`config.mk`:
```
export PLATFORM = sky130hd
export DESIGN_NAME = go_to_goal_velocity_controller_top
export DESIGN_NICKNAME = d
export VERILOG_FILES = /design/src/rtl/gtg_pkg.sv /design/src/rtl/gtg_cordic.sv /design/src/rtl/gtg_mul.sv /design/src/rtl/go_to_goal_velocity_controller_top.sv
export SDC_FILE = /design/constraint.sdc
export NUM_CORES = 2
export LEC_CHECK = 0
export BUFFER_PORTS_ARGS = -buffer_cell sky130_fd_sc_hd__buf_2
export CAP_MARGIN = 20
export CORE_UTILIZATION = 55
export DETAILED_ROUTE_END_ITERATION = 7
export PLACE_DENSITY = 0.75
export SETUP_SLACK_MARGIN = 0.02
export SLEW_MARGIN = 20
export SYNTH_ARGS = -nofsm -noshare
export SYNTH_HDL_FRONTEND = slang
export SYNTH_SLANG_ARGS = --single-unit
```
`constraint.sdc`:
```
create_clock -name clk -period 7.55 [get_ports clk]
set_input_delay 0.3775 -clock clk [delete_from_list [all_inputs] [get_ports clk]]
set_output_delay 0.3775 -clock clk [all_outputs]
set_load 0.02 [all_outputs]
```
`src/rtl/gtg_pkg.sv`:
```
// gtg_pkg: shared types, constants and the arctangent table for the
// go-to-goal velocity controller. No dependencies.
package gtg_pkg;

	// datapath widths of the vectoring unit and the shared multiplier
	localparam int XY_W = 28;
	localparam int Z_W  = 21;
	localparam int MA_W = 28;
	localparam int MB_W = 17;
	localparam int MP_W = MA_W + MB_W;

	typedef enum logic [1:0] {
		CMD_GOAL = 2'd0,
		CMD_POSE = 2'd1,
		CMD_TICK = 2'd2,
		CMD_NONE = 2'd3
	} cmd_t;

	localparam logic [0:0] REG_LIN_GAIN = 1'b0;
	localparam logic [0:0] REG_ANG_GAIN = 1'b1;

	localparam logic [11:0] LIN_GAIN_RST = 12'd384;
	localparam logic [11:0] ANG_GAIN_RST = 12'd1024;

	localparam logic signed [Z_W-1:0]  PI_Q16   = 21'sd205887;
	localparam logic signed [MB_W-1:0] INVK_Q16 = 17'sd39797;

	localparam logic signed [28:0] LIN_MAX  = 29'sd16777215;
	localparam logic signed [32:0] TURN_MAX = 33'sd8388607;
	localparam logic signed [32:0] TURN_MIN = -33'sd8388608;

	// vectoring result handed from the iterative unit to the sequencer
	typedef struct packed {
		logic                   done;
		logic signed [XY_W-1:0] x;
		logic signed [Z_W-1:0]  z;
	} cordic_res_t;

	// atan(2^-i) in radians, 16 fraction bits
	function automatic logic [15:0] atan_lut(input logic [4:0] idx);
		logic [15:0] v;
		unique case (idx)
			5'd0:  v = 16'd51472;
			5'd1:  v = 16'd30385;
			5'd2:  v = 16'd16055;
			5'd3:  v = 16'd8150;
			5'd4:  v = 16'd4091;
			5'd5:  v = 16'd2047;
			5'd6:  v = 16'd1024;
			5'd7:  v = 16'd512;
			5'd8:  v = 16'd256;
			5'd9:  v = 16'd128;
			5'd10: v = 16'd64;
			5'd11: v = 16'd32;
			5'd12: v = 16'd16;
			5'd13: v = 16'd8;
			5'd14: v = 16'd4;
			5'd15: v = 16'd2;
			5'd16: v = 16'd1;
			default: v = 16'd0;
		endcase
		return v;
	endfunction

endpackage

```
`src/rtl/gtg_cordic.sv`:
```
// gtg_cordic: iterative vectoring CORDIC, one micro-rotation per cycle.
// Depends on gtg_pkg for widths, the arctangent table and the result struct.
module gtg_cordic #(
	parameter int CORDIC_STEPS = 16
) (
	input  logic                     clk,
	input  logic                     arst_n,
	input  logic                     start,
	input  logic signed [16:0]       dx,
	input  logic signed [16:0]       dy,
	output gtg_pkg::cordic_res_t     res
);
	import gtg_pkg::*;

	localparam int CNT_W = $clog2(CORDIC_STEPS + 1);

	logic                   busy_q;
	logic                   done_q;
	logic [CNT_W-1:0]       cnt_q;
	logic                   zero_q;
	logic signed [XY_W-1:0] x_q;
	logic signed [XY_W-1:0] y_q;
	logic signed [Z_W-1:0]  z_q;

	logic signed [XY_W-1:0] x0;
	logic signed [XY_W-1:0] y0;
	logic signed [XY_W-1:0] xs;
	logic signed [XY_W-1:0] ys;
	logic signed [Z_W-1:0]  da;
	logic                   last;

	assign x0 = {{3{dx[16]}}, dx, 8'd0};
	assign y0 = {{3{dy[16]}}, dy, 8'd0};
	assign xs = x_q >>> cnt_q;
	assign ys = y_q >>> cnt_q;
	assign da = Z_W'(atan_lut(5'(cnt_q)));
	assign last = (cnt_q == CNT_W'(CORDIC_STEPS - 1));

	always_ff @(posedge clk or negedge arst_n) begin
		if (!arst_n) begin
			busy_q <= 1'b0;
			done_q <= 1'b0;
			cnt_q  <= '0;
		end else begin
			done_q <= 1'b0;
			if (start) begin
				busy_q <= 1'b1;
				cnt_q  <= '0;
			end else if (busy_q) begin
				cnt_q <= cnt_q + 1'b1;
				if (last) begin
					busy_q <= 1'b0;
					done_q <= 1'b1;
				end
			end
		end
	end

	always_ff @(posedge clk) begin
		if (start) begin
			zero_q <= (dx == 17'sd0) && (dy == 17'sd0);
			// left half plane: flip the vector and start from +/- pi
			if (dx[16]) begin
				x_q <= -x0;
				y_q <= -y0;
				z_q <= dy[16] ? -PI_Q16 : PI_Q16;
			end else begin
				x_q <= x0;
				y_q <= y0;
				z_q <= '0;
			end
		end else if (busy_q) begin
			if (y_q[XY_W-1]) begin
				x_q <= x_q - ys;
				y_q <= y_q + xs;
				z_q <= z_q - da;
			end else begin
				x_q <= x_q + ys;
				y_q <= y_q - xs;
				z_q <= z_q + da;
			end
		end
	end

	assign res.done = done_q;
	assign res.x    = zero_q ? '0 : x_q;
	assign res.z    = zero_q ? '0 : z_q;

endmodule

```
`src/rtl/gtg_mul.sv`:
```
// gtg_mul: shared signed multiplier with a registered product.
// Depends on gtg_pkg for operand widths.
module gtg_mul (
	input  logic                            clk,
	input  logic                            en,
	input  logic signed [gtg_pkg::MA_W-1:0] a,
	input  logic signed [gtg_pkg::MB_W-1:0] b,
	output logic signed [gtg_pkg::MP_W-1:0] p_q
);
	import gtg_pkg::*;

	always_ff @(posedge clk) begin
		if (en) begin
			p_q <= MP_W'(a) * MP_W'(b);
		end
	end

endmodule

```
`src/rtl/go_to_goal_velocity_controller_top.sv`:
```
// Go-to-goal velocity controller top level: pose storage, sequencer and
// output register. Depends on gtg_pkg, gtg_cordic and gtg_mul.
//
// Usage:
//   Input channel (in_valid / in_stall) carries command, pos_x, pos_y and
//   heading. A goal or own pose transaction just updates the stored pose.
//   A control tick runs one vectoring pass and then three products on the
//   shared multiplier, and gives one output transaction (out_valid /
//   out_stall) with linear_speed and turn_rate. in_stall stays high from
//   the acceptance of a tick until its result enters the output register,
//   so no new transaction is taken while a tick is still in progress.
//   A finished result sits in the output register until out_stall drops; a
//   later tick that finishes while it still waits holds in its last step.
//   The user must write gains through cfg_we / cfg_index / cfg_data only
//   while idle; the block itself does not enforce it. Reset clears the
//   poses, restores both gains to their defaults, and leaves the block idle with no result pending.
module go_to_goal_velocity_controller_top #(
	parameter int CORDIC_STEPS = 16
) (
	input  logic               clk,
	input  logic               arst_n,
	input  logic               in_valid,
	output logic               in_stall,
	input  logic [1:0]         command,
	input  logic signed [15:0] pos_x,
	input  logic signed [15:0] pos_y,
	input  logic signed [15:0] heading,
	output logic               out_valid,
	input  logic               out_stall,
	output logic [23:0]        linear_speed,
	output logic signed [23:0] turn_rate,
	input  logic               cfg_we,
	input  logic [0:0]         cfg_index,
	input  logic [11:0]        cfg_data
);
	import gtg_pkg::*;

	typedef enum logic [2:0] {
		S_IDLE,
		S_CORDIC,
		S_MAG,
		S_LIN,
		S_TURN,
		S_OUT
	} state_t;

	state_t             state_q;
	logic [11:0]        lin_gain_q;
	logic [11:0]        ang_gain_q;
	logic signed [15:0] goal_x_q;
	logic signed [15:0] goal_y_q;
	logic signed [15:0] own_x_q;
	logic signed [15:0] own_y_q;
	logic signed [15:0] own_heading_q;
	logic signed [17:0] err_q;
	logic [23:0]        lin_q;
	logic               out_valid_q;
	logic [23:0]        linear_speed_q;
	logic signed [23:0] turn_rate_q;

	logic                   in_acc;
	logic                   start;
	logic signed [16:0]     dx;
	logic signed [16:0]     dy;
	cordic_res_t            cres;
	logic                   mul_en;
	logic signed [MA_W-1:0] mul_a;
	logic signed [MB_W-1:0] mul_b;
	logic signed [MP_W-1:0] mul_p;
	logic signed [16:0]     ang;
	logic signed [17:0]     err;
	logic signed [28:0]     scaled16;
	logic signed [32:0]     turn_w;
	logic [23:0]            lin_sat;
	logic signed [23:0]     turn_sat;

	assign in_stall = (state_q != S_IDLE);
	assign in_acc   = in_valid && !in_stall;
	assign start    = in_acc && (cmd_t'(command) == CMD_TICK);

	assign dx = 17'(goal_x_q) - 17'(own_x_q);
	assign dy = 17'(goal_y_q) - 17'(own_y_q);

	gtg_cordic #(
		.CORDIC_STEPS(CORDIC_STEPS)
	) u_cordic (
		.clk   (clk),
		.arst_n(arst_n),
		.start (start),
		.dx    (dx),
		.dy    (dy),
		.res   (cres)
	);

	// angle rounded to Q3.12, error against own heading
	assign ang = 17'((cres.z + 21'sd8) >>> 4);
	assign err = 18'(ang) - 18'(own_heading_q);

	assign scaled16 = 29'(mul_p >>> 16);
	assign turn_w   = 33'(mul_p >>> 12);

	always_comb begin
		mul_en = 1'b0;
		mul_a  = MA_W'(err_q);
		mul_b  = MB_W'($signed({1'b0, ang_gain_q}));
		unique case (state_q)
			S_MAG: begin
				mul_en = 1'b1;
				mul_a  = cres.x;
				mul_b  = INVK_Q16;
			end
			S_LIN: begin
				mul_en = 1'b1;
				mul_a  = MA_W'(scaled16);
				mul_b  = MB_W'($signed({1'b0, lin_gain_q}));
			end
			S_TURN: begin
				mul_en = 1'b1;
			end
			S_IDLE, S_CORDIC, S_OUT: begin
				mul_en = 1'b0;
			end
			default: begin
				mul_en = 1'b0;
			end
		endcase
	end

	gtg_mul u_mul (
		.clk(clk),
		.en (mul_en),
		.a  (mul_a),
		.b  (mul_b),
		.p_q(mul_p)
	);

	always_comb begin
		if (scaled16 < 29'sd0) begin
			lin_sat = '0;
		end else if (scaled16 > LIN_MAX) begin
			lin_sat = '1;
		end else begin
			lin_sat = scaled16[23:0];
		end
	end

	always_comb begin
		if (turn_w > TURN_MAX) begin
			turn_sat = 24'sh7fffff;
		end else if (turn_w < TURN_MIN) begin
			turn_sat = -24'sh800000;
		end else begin
			turn_sat = turn_w[23:0];
		end
	end

	always_ff @(posedge clk or negedge arst_n) begin
		if (!arst_n) begin
			lin_gain_q <= LIN_GAIN_RST;
			ang_gain_q <= ANG_GAIN_RST;
		end else if (cfg_we) begin
			unique case (cfg_index)
				REG_LIN_GAIN: lin_gain_q <= cfg_data;
				REG_ANG_GAIN: ang_gain_q <= cfg_data;
				default: ;
			endcase
		end
	end

	always_ff @(posedge clk or negedge arst_n) begin
		if (!arst_n) begin
			goal_x_q      <= '0;
			goal_y_q      <= '0;
			own_x_q       <= '0;
			own_y_q       <= '0;
			own_heading_q <= '0;
		end else if (in_acc) begin
			unique case (cmd_t'(command))
				CMD_GOAL: begin
					goal_x_q <= pos_x;
					goal_y_q <= pos_y;
				end
				CMD_POSE: begin
					own_x_q       <= pos_x;
					own_y_q       <= pos_y;
					own_heading_q <= heading;
				end
				CMD_TICK, CMD_NONE: ;
				default: ;
			endcase
		end
	end

	always_ff @(posedge clk or negedge arst_n) begin
		if (!arst_n) begin
			state_q     <= S_IDLE;
			out_valid_q <= 1'b0;
		end else begin
			// a result leaving while the next one finishes is replaced in S_OUT
			if (out_valid_q && !out_stall && (state_q != S_OUT)) begin
				out_valid_q <= 1'b0;
			end
			unique case (state_q)
				S_IDLE: begin
					if (start) begin
						state_q <= S_CORDIC;
					end
				end
				S_CORDIC: begin
					if (cres.done) begin
						state_q <= S_MAG;
					end
				end
				S_MAG:  state_q <= S_LIN;
				S_LIN:  state_q <= S_TURN;
				S_TURN: state_q <= S_OUT;
				S_OUT: begin
					if (!out_valid_q || !out_stall) begin
						out_valid_q <= 1'b1;
						state_q     <= S_IDLE;
					end
				end
				default: state_q <= S_IDLE;
			endcase
		end
	end

	always_ff @(posedge clk) begin
		if (state_q == S_MAG) begin
			err_q <= err;
		end
		if (state_q == S_TURN) begin
			lin_q <= lin_sat;
		end
		if ((state_q == S_OUT) && (!out_valid_q || !out_stall)) begin
			linear_speed_q <= lin_q;
			turn_rate_q    <= turn_sat;
		end
	end

	assign out_valid    = out_valid_q;
	assign linear_speed = linear_speed_q;
	assign turn_rate    = turn_rate_q;

endmodule

```
* Word-level counts from Yosys, hierarchy flattened
Memory sizes are Yosys's and may differ from the RTL's.
Index checks and enable logic that the tools add are counted.
** Operators by class
- $lt $le $gt $ge :: 4
- Shift-type cells :: 2
- Reduce and logical (&&, ||, !) cells :: 22
- $mul :: 1
- Muxes and demuxes :: 35
- $add $sub $neg :: 13
- Bitwise gates (word level) :: 1
- Equality and inequality tests :: 12
** Operators with widths (count)
- two-way mux 28 bit :: 9
- two-way mux 21 bit :: 6
- adder 28 bit :: 2
- negator 25 -> 28 bit :: 2
- case mux 28 bit (2 select lines) :: 1
- >>> shifter 28 x 5 -> 28 bit :: 2
- subtractor 28 bit :: 2
- two-way mux 24 bit :: 2
- multiplier 28 x 17 -> 45 bit :: 1
- logical NOT 17 bit :: 2
- subtractor 16 x 16 -> 17 bit :: 2
- > comparator 33 x 24 -> 1 bit (second input constant) :: 1
- less-than comparator 33 x 24 -> 1 bit (second input constant) :: 1
- case mux 16 bit (2 select lines) :: 1
- > comparator 29 x 25 -> 1 bit (second input constant) :: 1
- less-than comparator 29 x 1 -> 1 bit (second input constant) :: 1
- adder 21 x 17 -> 21 bit :: 1
- adder 21 x 5 -> 21 bit (second input constant) :: 1
- subtractor 21 x 17 -> 21 bit :: 1
- case mux 3 bit (6 select lines) :: 1
- subtractor 17 x 16 -> 18 bit :: 1
- two-way mux 1 bit :: 10
- two-way mux 5 bit :: 2
- two-way mux 3 bit :: 3
- other kinds (21) :: 34
** Word-level totals
- Output and inout port bits :: 50
- Register bits :: 328
- Memories :: 1
- Bits of input ports :: 68
- ROM bits :: 512
** Memory list
- (name not given) :: words 32, width 16, rd ports 1, clocked after memory_dff 0, write ports 0, RTL line gtg_pkg.sv:42 : unique case (idx)

* Longest topological paths before layout
- Depth after elaboration :: 6
- Mapped depth :: 31
- Mapped depth without buffers :: 31

* Hierarchy
A second synthesis with hierarchy kept.
** Second synthesis, totals
- Cells, all modules :: 4568
- Area, all modules :: 42772.3 um^2
** By module, submodules not included
- gtg_mul :: times used 1, cells each 1920, sequential area each 1351.3 um^2, area each 18032.3 um^2
- gtg_cordic :: times used 1, cells each 1607, sequential area each 2517.4 um^2, area each 13559.3 um^2
- go_to_goal_velocity_controller_top :: times used 1, cells each 1041, sequential area each 5408.9 um^2, area each 11180.7 um^2

* Worst setup path before layout
Ideal clock, no wire load.
- Path type :: register -> register
- Start :: register state_q[0]
- End :: register u_mul.p_q[44] (netlist bit) (data pin)
- Data required time :: 7.290 ns
- Setup slack :: 0.051 ns
- Path buffers :: 2
- Stages on the path, launching flop included :: 28
- Period minus slack after synthesis :: 7.499 ns
- Data arrival time :: 7.239 ns
- Setup time :: 0.260 ns
- Path through :: dfrtp_1 -> clkbuf_1 -> clkinv_1 -> or3_1 -> o21ai_1 -> clkbuf_1 -> nor2_1 -> fa_1 -> inv_1 -> fa_1 -> fa_1 -> inv_1 -> fa_1 -> fa_1 -> inv_1 -> fa_1 -> inv_1 -> ha_1 -> a211oi_1 -> o21ai_0 -> a211oi_1 -> o21ai_0 -> o22a_1 -> o311a_1 -> o2111ai_1 -> nand4b_1 -> a21oi_1 -> xnor2_1
** Between the ends
- Cells in the longest elaborated chain, start to end :: 3
- Elaborated cells between the ends (all ways) :: 5
- Classes of those cells :: 1 x mul; 2 x eq/ne; 2 x mux
** Ends and longest elaborated chain
- from (decl) :: RTL line go_to_goal_velocity_controller_top.sv:47 : state_t state_q;
- from (signal assigned) :: RTL line go_to_goal_velocity_controller_top.sv:196 : state_q <= S_IDLE;
- from (signal assigned) :: RTL line go_to_goal_velocity_controller_top.sv:206 : state_q <= S_CORDIC;
- from (signal assigned) :: RTL line go_to_goal_velocity_controller_top.sv:211 : state_q <= S_MAG;
- equality test 3 x 2 -> 1 bit :: RTL line go_to_goal_velocity_controller_top.sv:106 : unique case (state_q)
- case mux 28 bit (2 select lines) or case mux 16 bit (2 select lines) (tied branches) :: RTL line go_to_goal_velocity_controller_top.sv:106
- multiplier 28 x 17 -> 45 bit * :: RTL line gtg_mul.sv:14 : p_q <= MP_W'(a) * MP_W'(b);
- to (signal assigned) :: RTL line gtg_mul.sv:14
- to (decl) :: RTL line gtg_mul.sv:8 : output logic signed [gtg_pkg::MP_W-1:0] p_q
Every way passes the cells marked *; elsewhere a longest branch is shown, timed or not.
A chain may end at the register's enable or synchronous reset.

* Worst setup path in the final report
- Start :: register u_cordic.zero_q
- End :: register u_mul.p_q[44] (netlist bit) (data pin)
** Between the ends
- Cells in the longest elaborated chain, start to end :: 3
** Ends and longest elaborated chain
- from (decl) :: RTL line gtg_cordic.sv:20 : logic zero_q;
- from (signal assigned) :: RTL line gtg_cordic.sv:61 : zero_q <= (dx == 17'sd0) && (dy == 17'sd0);
- two-way mux 28 bit :: RTL line gtg_cordic.sv:86 : assign res.x = zero_q ? '0 : x_q;
- case mux 28 bit (2 select lines) :: RTL line go_to_goal_velocity_controller_top.sv:106
- multiplier 28 x 17 -> 45 bit :: RTL line gtg_mul.sv:14
No other way between the ends.

==> impl_metrics.csv <==
group,metric,value,unit
finish,antennaDiodeCount,0,
clock_tree,h-tree-depth,2,
timing,maxSlewHeadroom,37.6,%
place,finalWeightedCongestion,0.998,
route,dr.pass1.iters,6,
finish,nets,5098,
run_status,status,"complete, no violations",
route,drtIter0Drc,2844,
finish,drive_gt1_share,18.5,%
logic_synthesis,synth_top_area_share,19.5,%
timing,period_needed,7.36,ns
critical_path,crit_path_end_kind,"register",
route,wl_met2,53100,um
critical_path,crit_type,"register to register",
finish,multi_input_area,27200,um2
critical_path,cp.arrival,7.69,ns
die,dieArea,71200,um2
clock_tree,cts_tree,"built",
route,drt_wl_total,113000,um
die,rows,96,
critical_path,reg2regPathDepth,27,
route,vias,31600,
die,die_w,267,um
finish,fill_cells,5679,
logic_synthesis,synth-adder-area-share,28.5,%
critical_path,r2r_slack,0.19,ns
grt,grt_max_degree,80,
timing,maxSlewViolCount,0,
logic_synthesis,ys_types,89,
timing,finClkSkew,0.0348,ns
clock_tree,worstSkewPairLatency,0.60,ns
logic_synthesis,synth_cells,4110,
die,die_height,267,um
logic_synthesis,yosysWarnings,0,
worst_hold_path,holdPathStages,2,
timing,timing.fmax,136,MHz
clock_tree,clock-sinks,316,
route,dr.max_layer_used,"met5",
logic_synthesis,synthMuxAreaShare,9.81,%
logic_synthesis,synth-simple-area-share,13.5,%
logic_synthesis,ys_seq_elements,316,
finish,fin_cells,5339,
place,port_buffers,117,
timing,setup_violations,0,
critical_path,crit_fanout,12,
logic_synthesis,synth-edff-count,201,
logic_synthesis,synth_top_area_cell,"fa_1",
place,hpwl,90500,um
critical_path,critPathLaunchType,"register",
finish,area_growth,13.6,%
route,drc_errors,0,
grt,grt_pass1_wl,174000,um
logic_synthesis,synth_compound_area_share,12.0,%
logic_synthesis,ys_async_sr_fraction,36.4,%
route,ant_nets,0,
route,drt-met1-wl,46500,um
logic_synthesis,synthesis.area,38600,um2
die,initial_core_util,55.9,%
clock_tree,root_buffer,"clkbuf_16",
grt,grt_pass1_vias,30900,
grt,grt_overflow,0,
route,routedWlPerCell,21.2,um
timing,tightest_slew,0.937,ns
timing,hold_violations,0,
timing,rsz0062_at_grt,"true",
logic_synthesis,avgSynthCellArea,9.38,um2
critical_path,cp.required,7.88,ns
grt,antenna_found_initial,3,
timing,finalCritPeriodShare,97.4,%
grt,gr-usage-all-layers,31.9,%
logic_synthesis,synth_ff_type,"edfxtp_1",
die,ios,118,
logic_synthesis,synth_seq_area_share,23.1,%
flow_run,cap_violations,0,
logic_synthesis,yosys.area_share.xor_xnor,5.25,%
logic_synthesis,synth_nets,4831,
logic_synthesis,synth_top_family_by_area,"adder cells",
finish,seq_area,8930,um2
logic_synthesis,yosys-top-cells-area,"fa_1 20%, edfxtp_1 16%, ha_1 9.0%",
die,coreArea,68900,um2
route,via_per_inst,5.93,
clock_tree,cts_made_buffers,39,
clock_tree,cts.clk_slew.worst_paths,0.07,ns
route,route.met3.wl,9120,um
worst_hold_path,hold_class,"input pin to register",
clock_tree,cts_buffer_depth,3,
place,post-place-cells,5237,
[stage by stage]
step	util (%)	setup slack [ns]	area (um2)	hold slack, ns	TNS, ns
6_report	63.5	0.193	43800	0.0314	0
5_1_grt	63.5	-0.0320	43800	0.0292	-0.0320
4_1_cts	62.4	0.0373	43100	0.0132	0
3_5_place_dp	60.4	-0.213	41600	0.405	-0.456
3_3_place_gp	60.4	-0.0709	41600	0.400	-0.0881
2_1_floorplan	-	0.0508	38600	0.0819	0
[worst paths after layout]
kind,start,endpoint
setup / recovery,u_cordic.zero_q,u_mul.p_q[44]
hold / removal,heading[10],own_heading_q[10]
setup reg to reg,u_cordic.zero_q,u_mul.p_q[44]
hold reg to reg,lin_q[19],linear_speed[19]
max in group asynchronous,arst_n,u_cordic.cnt_q[0]
min in group asynchronous,arst_n,goal_y_q[8]
[synthesized netlist by cell type (8+ instances only)]
cell        n
o211ai_1   10
o21ai_0   151
nand2b_1   40
nor2b_1    31
edfxtp_1  201
ha_1      277
nand3_1    55
nor2_1    446
fa_1      376
nor3_1     54
o22ai_1    14
o21ai_1    18
a32oi_1     9
o31ai_1    11
o21a_1     59
or2_2      20
buf_2      21
a41oi_1     9
nand2_1   349
nor4_1     11
xnor2_1   132
clkbuf_1  108
xor2_1     99
mux2_2    119
a31o_2      9
nor3b_1    19
or3_1      12
a211oi_1   17
dfrtp_1   112
o21bai_1   17
nand4_1    14
buf_1      21
mux2i_1    49
buf_4       8
mux4_2     85
a21o_1     78
and2_1     43
and3_1     26
a21oi_1   191
a31oi_1    34
inv_1     617
[layer usage]
| metal | vias up | GRT usage [%] |
|---|---|---|
| met4 | 2 | 10.8 |
| met3 | 234 | 4.73 |
| li1 | 14400 | - |
| met5 | - | 0 |
| met1 | 15600 | 43.5 |
| met2 | 1364 | 52.2 |
[layout by cell type, fill, tap and decap left out, types with 11 or more instances in the layout]
cell type,n
nor3b_1,14
buf_4,238
and2_1,42
fa_1,373
buf_12,13
a21oi_1,186
nand3_1,53
o21ai_2,13
xor2_1,99
nand2b_1,40
o22ai_1,14
mux2_2,119
a211oi_1,15
nand4_1,14
o21ai_0,133
nor2_1,426
a31oi_1,30
o21bai_1,17
ha_1,271
inv_1,610
nor2b_1,29
clkbuf_16,43
and3_1,26
o21a_2,11
or2_2,19
mux4_2,85
nor2_2,16
buf_2,116
xnor2_1,132
edfxtp_1,201
dfrtp_1,107
buf_6,11
mux2i_1,49
o21ai_1,20
o21a_1,46
nor3_1,52
or3_1,11
a21o_1,78
nand2_1,340
[timing repair]
action	in CTS	in global routing
hold buffers	1	0
gates resized for setup	16	133
setup buffers	0	24
hold endpoints to repair	52	0
pin swaps	0	45
cloned	0	3
endpoints found under the setup margin	6	12
[flip-flops by register name, indices dropped and copies added (netlist names), 12 cells and up]
| signal | count |
|---|---|
| u_cordic.y_q | 28 |
| own_x_q | 16 |
| u_cordic.z_q | 21 |
| ang_gain_q | 12 |
| err_q | 18 |
| u_cordic.x_q | 28 |
| turn_rate | 24 |
| lin_q | 24 |
| own_y_q | 16 |
| own_heading_q | 16 |
| goal_y_q | 16 |
| u_mul.p_q | 33 |
| goal_x_q | 16 |
| linear_speed | 24 |
| lin_gain_q | 12 |
[critical path, stage by stage (launching register included)]
cell,delay [ns]
edfxtp_1,0.56
clkbuf_16,0.24
nand2b_1,0.19
o21ai_2,0.09
o21ai_2,0.24
buf_4,0.21
nor2_1,0.07
fa_1,0.50
inv_1,0.05
fa_1,0.51
fa_1,0.51
inv_1,0.05
fa_1,0.46
fa_1,0.54
inv_1,0.05
fa_1,0.52
inv_1,0.04
ha_1,0.32
a21oi_1,0.16
o21ai_2,0.09
buf_4,0.14
a22o_1,0.24
o22a_2,0.31
o311a_4,0.37
o2111ai_2,0.17
nand4b_1,0.18
a21oi_2,0.18
xnor2_1,0.07
[final cells by class]
| class | count | share of cell area, % |
|---|---|---|
| Sequential cell | 316 | 20.4 |
| Timing Repair Buffer | 386 | 6.59 |
| Clock inverter | 25 | 0.631 |
| Tap cell | 931 | 2.66 |
| Clock buffer | 47 | 2.46 |
| Inverter | 619 | 5.31 |
| Multi-Input combinational cell | 3015 | 62.0 |
[kinds of logic (layout without fill, tap and decap cells)]
family                   Yosys count  count (layout)
XOR/XNOR                         231             231
AO/OA/AOI/OAI                    720             720
flip-flops                       316             316
buffers and inverters            780            1077
multiplexers                     256             256
AND/OR/NAND/NOR                 1154            1155
adder cells (fa/ha/maj)          653             653
Power is left out: the tool's default activity adds up to more than one toggle a clock period on the data nets, which glitch-free logic cannot reach.
